===== src/sv/bcim_pkg.sv =====
// Shared types and constants for the block-cyclic index mapper.
// No dependencies; the files that use it refer to it by scoped names.
package bcim_pkg;

  typedef enum logic {
    OP_FWD = 1'b0,
    OP_INV = 1'b1
  } op_t;

  // front-to-back handshake group
  typedef struct packed {
    logic valid;
    op_t  op;
  } cls_t;

  localparam int BS_W     = 13;
  localparam int GRID_W   = 9;
  localparam int MYRANK_W = 16;
  localparam int POS_W    = 8;
  localparam int LROWS_W  = 21;
  localparam int OFF_W    = 40;
  localparam int ADDR_W   = 5;
  localparam int DATA_W   = 32;

  localparam logic [2:0] REG_BLOCK_SIZE  = 3'd0;
  localparam logic [2:0] REG_GRID_ROWS   = 3'd1;
  localparam logic [2:0] REG_GRID_COLS   = 3'd2;
  localparam logic [2:0] REG_MY_RANK     = 3'd3;
  localparam logic [2:0] REG_MY_PROC_ROW = 3'd4;
  localparam logic [2:0] REG_MY_PROC_COL = 3'd5;
  localparam logic [2:0] REG_LOCAL_ROWS  = 3'd6;

  localparam logic [BS_W-1:0]    BLOCK_SIZE_RST = 13'd64;
  localparam logic [GRID_W-1:0]  GRID_RST       = 9'd1;
  localparam logic [LROWS_W-1:0] LROWS_RST      = 21'd1;

endpackage


===== src/sv/bcim_front.sv =====
// Front end of the index mapper: input queue that accepts and classifies items.
// Depends on bcim_pkg.
module bcim_front #(
  parameter int INDEX_BITS = 20
) (
  input  logic                  clk,
  input  logic                  rst,
  input  logic                  push,
  output logic                  full,
  input  logic                  op,
  input  logic [INDEX_BITS-1:0] row_index,
  input  logic [INDEX_BITS-1:0] col_index,
  output bcim_pkg::cls_t        cls,
  output logic [INDEX_BITS-1:0] row_q,
  output logic [INDEX_BITS-1:0] col_q,
  input  logic                  take
);

  bcim_pkg::op_t         op_mem  [2];
  logic [INDEX_BITS-1:0] row_mem [2];
  logic [INDEX_BITS-1:0] col_mem [2];
  logic                  wp;
  logic                  rp;
  logic [1:0]            cnt;
  logic                  do_push;
  logic                  do_pop;

  assign full    = (cnt == 2'd2);
  assign do_push = push && !full;
  assign do_pop  = take && (cnt != 2'd0);

  assign cls.valid = (cnt != 2'd0);
  assign cls.op    = op_mem[rp];
  assign row_q     = row_mem[rp];
  assign col_q     = col_mem[rp];

  always_ff @(posedge clk) begin
    if (do_push) begin
      op_mem[wp]  <= op ? bcim_pkg::OP_INV : bcim_pkg::OP_FWD;
      row_mem[wp] <= row_index;
      col_mem[wp] <= col_index;
    end
  end

  always_ff @(posedge clk) begin
    if (rst) begin
      wp  <= 1'b0;
      rp  <= 1'b0;
      cnt <= 2'd0;
    end else begin
      if (do_push) wp <= ~wp;
      if (do_pop) rp <= ~rp;
      cnt <= cnt + {1'b0, do_push} - {1'b0, do_pop};
    end
  end

endmodule


===== config.mk =====
export PLATFORM = sky130hd
export DESIGN_NAME = bcim_front
export DESIGN_NICKNAME = d
export VERILOG_FILES = /design/src/sv/bcim_pkg.sv /design/src/sv/bcim_front.sv
export SDC_FILE = /design/constraint.sdc
export NUM_CORES = 1
export LEC_CHECK = 0
export CAP_MARGIN = 20
export CORE_MARGIN = 4
export CORE_UTILIZATION = 35
export DETAILED_ROUTE_END_ITERATION = 7
export DONT_BUFFER_PORTS = 1
export PLACE_DENSITY = 0.51
export SYNTH_ARGS = -nofsm -noshare
export SYNTH_HDL_FRONTEND = slang
export SYNTH_SLANG_ARGS = --single-unit

===== constraint.sdc =====
create_clock -name clk -period 5.1 [get_ports clk]
set_input_delay 0.255 -clock clk [delete_from_list [all_inputs] [get_ports clk]]
set_output_delay 0.255 -clock clk [all_outputs]
set_load 0.02 [all_outputs]

# After elaboration in Yosys (flattened, before gate mapping)

Memories as Yosys holds them, arrays and structs flattened. A register that Yosys moved wholly into a read port is not among the register bits.
Cells that the tools add are included.

Flip-flop bits (word level): 4
RAM bits: 82
Bits of input ports: 45
Output and inout port bits: 43
Memories kept: 3

$add $sub $neg: 2
Equality and inequality tests: 1
Multiplexer cells: 9
Bitwise logic cells: 2
Reduce and logical (&&, ||, !) cells: 4

Memories:

| memory  | words | bits a word | rd ports | clocked after Yosys merged registers in | wr ports | line             | RTL |
|---|---|---|---|---|---|---|---|
| col_mem | 2     | 20          | 1        | 1                                       | 1        | bcim_front.sv:21 | `logic [INDEX_BITS-1:0] col_mem [2];` |
| row_mem | 2     | 20          | 1        | 1                                       | 1        | bcim_front.sv:20 | `logic [INDEX_BITS-1:0] row_mem [2];` |
| op_mem  | 2     | 1           | 1        | 1                                       | 1        | bcim_front.sv:19 | `bcim_pkg::op_t op_mem [2];` |

Operator list:

| operator           | count |
|---|---|
| $mux 1             | 9 |
| $add 2x1->2        | 1 |
| $eq 2x2->1 const B | 1 |
| $logic_and 1x1->1  | 2 |
| $not 1->1          | 2 |
| $reduce_bool 2->1  | 1 |
| $sub 2x1->2        | 1 |
| $logic_not 1->1    | 1 |

# Logic depth before layout (Yosys ltp)

Gate-level depths: netlist of run 1.

Word-level depth: 5
Depth in mapped cells: 8
Depth with buffers taken out: 8

# Worst setup path before layout of run 1

Ideal clock, no wire load.

Path kind: register -> register
Start: register cnt[0]
End: memory col_mem[0][0], enable pin
Library setup time: 0.395 ns
Arrival: 1.687 ns
Setup slack: 3.018 ns
Cell stages (with the launch flop): 5
Path buffers: 0
Period minus slack after synthesis: 2.082 ns
Cells stage by stage: dfxtp_1 nand2b_2 inv_2 or3_1 inv_1

Cells in the longest elaborated chain, start to end: 5

RTL lines:

| element                      | line             | RTL |
|---|---|---|
| from (decl)                  | bcim_front.sv:24 | `logic [1:0] cnt;` |
| from (signal assigned)       | bcim_front.sv:53 | `cnt <= cnt + {1'b0, do_push} - {1'b0, do_pop};` |
| $eq 2x2->1                   | bcim_front.sv:28 | `assign full = (cnt == 2'd2);` |
| named net full               | bcim_front.sv:9  | `output logic full,` |
| $logic_not 1->1              | bcim_front.sv:29 | `assign do_push = push && !full;` |
| $logic_and 1x1->1            | bcim_front.sv:29 |  |
| $mux 1                       | bcim_front.sv:38 | `if (do_push) begin` |
| $mux 1 (implied by the code) | bcim_front.sv:41 | `col_mem[wp] <= col_index;` |
| to (decl)                    | bcim_front.sv:21 |  |

The timed path passes the listed nets, and every way through them passes these cells.

# Worst setup path after layout of run 1

Start: register cnt[0]
End: memory op_mem[0] (netlist bit), enable pin

Cells in the longest elaborated chain, start to end: 5

RTL lines:

| element           | line             | RTL |
|---|---|---|
| $eq 2x2->1        | bcim_front.sv:28 |  |
| named net full    | bcim_front.sv:9  |  |
| $logic_not 1->1   | bcim_front.sv:29 |  |
| $logic_and 1x1->1 | bcim_front.sv:29 |  |
| $mux 1            | bcim_front.sv:38 |  |
| $mux 1            | bcim_front.sv:39 | `op_mem[wp] <= op ? bcim_pkg::OP_INV : bcim_pkg::OP_FWD;` |
| to (decl)         | bcim_front.sv:19 |  |

The timed path passes the listed nets, and every way through them passes these cells.

==> results.json, run 1 <==
{
  "outcome": "completed",
  "htreeDepth": 3,
  "min_period_ns": 2.08,
  "rows": 34,
  "synth_top_family_by_area": "multiplexers",
  "drtIter0Drc": 49,
  "synthMuxAreaShare_pct": 14.5,
  "skew_ns": 0.0138,
  "crit_fanout": 41,
  "whs_endpoint": "wp",
  "syn_nets": 201,
  "synth_edf_count": 82,
  "synthSimpleGateAreaFrac_pct": 1.57,
  "reg2reg_depth": 4,
  "nFillCells": 766,
  "netlist_area_mm2": 0.00318,
  "crit_arrival_ns": 2.04,
  "wl_mm": 5.65,
  "leakage_nw": 1.31,
  "tns_ns": 0,
  "grt_pass1_wl_mm": 8.18,
  "ant_nets": 0,
  "crit_type": "flip-flop to flip-flop",
  "root_buffer": "clkbuf_8",
  "antenna_found_initial": 0,
  "clk_pin_slew_ns": 0.08,
  "hold_depth": 3,
  "cp_slowest_cell": "inv_2",
  "vdd_drop_max_mv": 0.228,
  "preCtsSetupSlack_ns": 3.02,
  "clockBufferDepth": 2,
  "dr.pass1.iters": 4,
  "seq_area_frac_synth_pct": 80.5,
  "synth_warnings": 0,
  "port_buffers": 0,
  "yosysMostFrequentCell": "edfxtp_1",
  "remaining_drc_errors": 0,
  "synth_cell_types": 20,
  "die_y_um": 103,
  "die_w_um": 103,
  "crit_chain": "nand2b_2 -> inv_2 -> or3_1 -> inv_2",
  "synthTopCellsByArea": "edfxtp_1, mux2_2, dfxtp_1",
  "path_delay_family": "buffers and inverters",
  "cellPowerDensity_mw_per_mm2": 468,
  "cp_num_buf_inv": 2,
  "cpMostUsedCell": "inv_2",
  "synth_compound_area_share_pct": 0.550,
  "synth-seq-cells": 87,
  "dp_hpwl_mm": 3.54,
  "routedWlPerCell_um": 17.9,
  "reg2reg_to": "op_mem[0]",
  "rsz0062_at_grt": "false",
  "yosysTopAreaCellShare_pct": 77.4,
  "grt_usage_pct": 10.6,
  "synthTopCellsByCount": "edfxtp_1, mux2_2, buf_2, dfxtp_1",
  "maxSlewViolCount": 0,
  "gp_congestion": 0.665,
  "dr_total_vias": 1485,
  "fin_crit_sh_pct": 40.9,
  "num-nets-final": 249,
  "cts_buffers": 9,
  "setup_ws_ns": 3.02,
  "synth_area_leader_cell": "edfxtp_1",
  "post_drt_via_cell_ratio": 4.71,
  "diodes": 0,
  "grt_overflow": 0,
  "synth-xor-area-share_pct": 0.825,
  "drive_gt1_share_pct": 27.5,
  "synthArstFlopShare_pct": 0,
  "grt_pass1_vias": 1612,
  "io_pins": 88,
  "setup_viol": 0,
  "dieArea_mm2": 0.0107,
  "finalHoldViolCount": 0,
  "worstSetupEndpointType": "flip-flop",
  "hold_class": "input pin to flip-flop",
  "hp-start": "push",
  "worstMarginPinSlew_ns": 1.02,
  "critPathLaunchType": "flip-flop",
  "syn_inst": 154,
  "area_growth_pct": 23.2,
  "clk-insertion-delay-late_ns": 0.34,
  "fmax_mhz": 480,
  "initial_core_util_pct": 36.1,
  "maxSlewHeadroom_pct": 32.0,
  "cap_violations": 0,
  "r2r_slack_ns": 3.02,
  "coreArea_mm2": 0.00881,
  "reg2reg_from": "cnt[0]",
  "cp.required_ns": 5.06,
  "cts_tree": "yes",
  "cp_slowest_stage_delay_ns": 0.66,
  "synthAdderAreaFrac_pct": 0.786,
  "grt_max_degree": 42,
  "synth_ff_type": "edfxtp_1",
  "clock-sinks": 87,
  "avgSynthCellArea_um2": 20.7
}
## repair_timing
| action | in CTS | in global routing |
|---|---|---|
| endpoints found under the setup margin | 0 | 0 |
| resized for setup | 0 | 0 |
| hold buffers | 42 | 0 |
| buffers inserted | 0 | 0 |
| endpoints found under the hold margin | 87 | 0 |
## logic make-up after synthesis
| kind of cell | Yosys count |
|---|---|
| compound gates | 3 |
| xor+xnor | 3 |
| fa+ha+maj | 2 |
| buf+inv | 9 |
| flops | 87 |
| mux | 41 |
| simple gates | 9 |
## flip-flops by register name, indices dropped and copies added, names as in the netlist, named ones only
signal,cells
cnt,2
op_mem,2
row_mem,40
col_mem,40
rp,1
wp,1
## worst min-delay path, stage by stage
cell and delay [ns]:
inv_1 0.04, o21ai_0 0.08, a21oi_1 0.13
## placed cells by master, fill, tap and decap left out
cell	n
edfxtp_1	82
dlygate4sd3_1	42
mux2_2	38
clkbuf_8	10
dfxtp_1	4
mux2_1	3
nor2_1	3
clkbuf_1	3
inv_1	2
inv_2	2
xnor2_1	2
ha_1	2
clkbuf_16	2
o21a_1	1
nand2b_2	1
nand2_1	1
or2_2	1
or3_1	1
and3_2	1
nor2b_1	1
o21ai_0	1
a21oi_1	1
xor2_1	1
dfxtp_2	1
clkinvlp_4	1
## where the power goes
| part | internal (mW) | leakage (nW) | switching, mW |
|---|---|---|---|
| registers | 0.889 | 0.808 | 0.0644 |
| clock network | 0.251 | 0.100 | 0.222 |
| logic | 0.156 | 0.407 | 0.255 |
| total | 1.30 | 1.31 | 0.541 |
## stage by stage
stage | instance area, um2 | util, % | power (mW) | instances | hold WS (ns)
detailed placement | 3290 | 37.4 | 1.36 | 257 | 0.323
global placement | 3290 | 37.4 | 1.34 | 257 | 0.323
floorplan | 3180 | - | 1.30 | 154 | 0.324
CTS | 3920 | 44.5 | 1.87 | 315 | 0.182
finish | 3920 | 44.5 | 1.84 | 315 | 0.195
global route | 3920 | 44.5 | 1.93 | 315 | 0.187
## per-layer routing
metal | vias up | GRT usage, % | wire [um]
met5 | - | 0 | 0
met4 | 0 | 3.88 | 66
met3 | 7 | 4.63 | 305
met2 | 43 | 18.9 | 3110
met1 | 750 | 10.9 | 2170
li1 | 685 | - | -
## worst max path at each step
stage / startpoint / depth (start not counted) / to / slack, ns
6_report: cnt[0] / 4 / op_mem[0] / 3.02
5_1_grt: cnt[0] / 4 / op_mem[0] / 2.88
4_1_cts: flip-flop / 1 / row_q[6] / 2.95
3_5_place_dp: cnt[0] / 4 / col_mem[0][4] / 3.02
3_3_place_gp: cnt[0] / 4 / col_mem[0][3] / 3.17
2_1_floorplan: cnt[0] / 4 / col_mem[0][0] / 3.02
## area by class of cell
class	instances	area, um2	area share [%]
inverters	4	15.0	0.383
well taps	108	135	3.45
clock inverters	1	7.51	0.191
repair buffers	42	420	10.7
clock buffers	15	199	5.07
multi-input cells	58	581	14.8
flip-flops and latches	87	2560	65.4
Note: power is estimated with default switching activity, not from simulation.
==> inputs of run 2 (changes only) <==
==> constraint.sdc (replaced) <==
create_clock -name clk -period 2.04 [get_ports clk]
set_input_delay 0.102 -clock clk [delete_from_list [all_inputs] [get_ports clk]]
set_output_delay 0.102 -clock clk [all_outputs]
set_load 0.02 [all_outputs]
==> results.json, run 2 (same netlist as run 1, synthesis figures left out) <==
{
  "critPathLaunchType": "flip-flop",
  "diodes": 0,
  "worstSetupEndpointType": "flip-flop",
  "layout_commonest_cell": "edfxtp_1",
  "r2r_slack_ns": 0.28,
  "fin_util_pct": 45.2,
  "drtIter0Drc": 26,
  "met2_length_mm": 2.87,
  "cellPowerDensity_mw_per_mm2": 1180,
  "final_cell_mix": "edfxtp_1, dlygate4sd3_1, mux2_2, clkbuf_8",
  "met3WireLength_um": 426,
  "hp-start": "push",
  "reg2reg_depth": 5,
  "coreArea_mm2": 0.00881,
  "crit_arrival_ns": 1.76,
  "holdWs_ns": 0.0321,
  "fmax_mhz": 569,
  "grt_pass1_vias": 1651,
  "wl_mm": 5.56,
  "crit_chain": "nand2b_2 -> inv_2 -> or3_1 -> clkinvlp_4 -> buf_4",
  "hold_class": "input pin to flip-flop",
  "io_pins": 88,
  "rsz0062_at_grt": "false",
  "reg2reg_from": "cnt[0]",
  "whs_endpoint": "wp",
  "dr.pass1.iters": 4,
  "vdd_drop_max_mv": 0.531,
  "reg2reg_to": "col_mem[0][4]",
  "hold_depth": 3,
  "setup_viol": 0,
  "cp_slowest_stage_delay_ns": 0.38,
  "wl_met1_mm": 2.18,
  "num-nets-final": 254,
  "crit_fanout": 25,
  "die_y_um": 103,
  "clk_pin_slew_ns": 0.08,
  "htreeDepth": 3,
  "grt_usage_pct": 10.9,
  "fin_crit_sh_pct": 86.1,
  "routedWlPerCell_um": 17.4,
  "dp_hpwl_mm": 3.78,
  "clockBufferDepth": 2,
  "cts_tree": "yes",
  "gp_congestion": 0.710,
  "clock-sinks": 87,
  "cp_slowest_cell": "dfxtp_1",
  "reg_top3": "col_mem x40, row_mem x40",
  "port_buffers": 0,
  "dieArea_mm2": 0.0107,
  "drive_gt1_share_pct": 29.7,
  "cts_setup_buffers": 0,
  "maxSlewHeadroom_pct": 71.2,
  "dr_total_vias": 1498,
  "cap_violations": 0,
  "ant_nets": 0,
  "tns_ns": 0,
  "area_growth_pct": 25.1,
  "maxSlewViolCount": 0,
  "outcome": "completed",
  "skew_ns": 0.00854,
  "leakage_nw": 1.33,
  "grt_max_degree": 26,
  "cp.required_ns": 2.04,
  "grt_pass1_wl_mm": 8.41,
  "remaining_drc_errors": 0,
  "cts_buffers": 9,
  "finalHoldViolCount": 0,
  "root_buffer": "clkbuf_8",
  "grt_overflow": 0,
  "post_drt_via_cell_ratio": 4.68,
  "worstMarginPinSlew_ns": 0.433,
  "crit_path_start": "cnt[0]",
  "rows": 34,
  "crit_type": "flip-flop to flip-flop",
  "p_total_mw": 4.71,
  "initial_core_util_pct": 36.1,
  "die_w_um": 103,
  "clk-insertion-delay-late_ns": 0.34,
  "top_layer_used": "met4",
  "min_period_ns": 1.76,
  "antenna_found_initial": 0
}
-- run 2: final cells by class --
class	count	area, um2
tap	108	135
multi-input combinational	58	581
fill	762	4820
clock inverter	5	82.6
inverter	4	18.8
timing repair buffer	47	470
sequential	87	2560
clock buffer	11	131
-- run 2: per-layer routing --
metal | vias to the layer above | GRT usage (%)
li1 | 694 | -
met5 | - | 0
met2 | 54 | 18.7
met3 | 9 | 3.76
met1 | 741 | 11.7
met4 | 0 | 5.98
-- run 2: worst max path at each step --
| stage | end | slack, ns |
|---|---|---|
| after floorplan | col_mem[0][0] | 0.30 |
| after global placement | op_mem[0] | 0.36 |
| after detailed placement | col_mem[0][4] | 0.28 |
| after CTS | col_q[2] | 0.23 |
| after global routing | col_mem[0][2] | 0.16 |
| final | col_mem[0][4] | 0.28 |
-- run 2: through the flow --
step	std cells	cell area [um2]	setup WS [ns]
5_1_grt	320	3980	0.163
3_5_place_dp	262	3350	0.284
4_1_cts	320	3980	0.233
6_report	320	3980	0.283
3_3_place_gp	262	3350	0.363
2_1_floorplan	154	3190	0.297
-- run 2: critical path: cells and delay by family (launching register included) --
| kind | cells | cell delay, ns |
|---|---|---|
| buf+inv | 3 | 0.48 |
| flops | 1 | 0.38 |
| simple gates | 2 | 0.54 |
-- run 2: repair_timing --
item | in CTS | in global routing
resized for setup | 0 | 0
hold buffers | 42 | 0
hold endpoints to repair | 87 | 0
-- run 2: power by group --
part | leakage [nW] | switching (mW) | internal [mW]
sequential | 0.808 | 0.104 | 2.22
combinational | 0.431 | 0.712 | 0.431
clock | 0.0958 | 0.558 | 0.690
total | 1.33 | 1.37 | 3.34
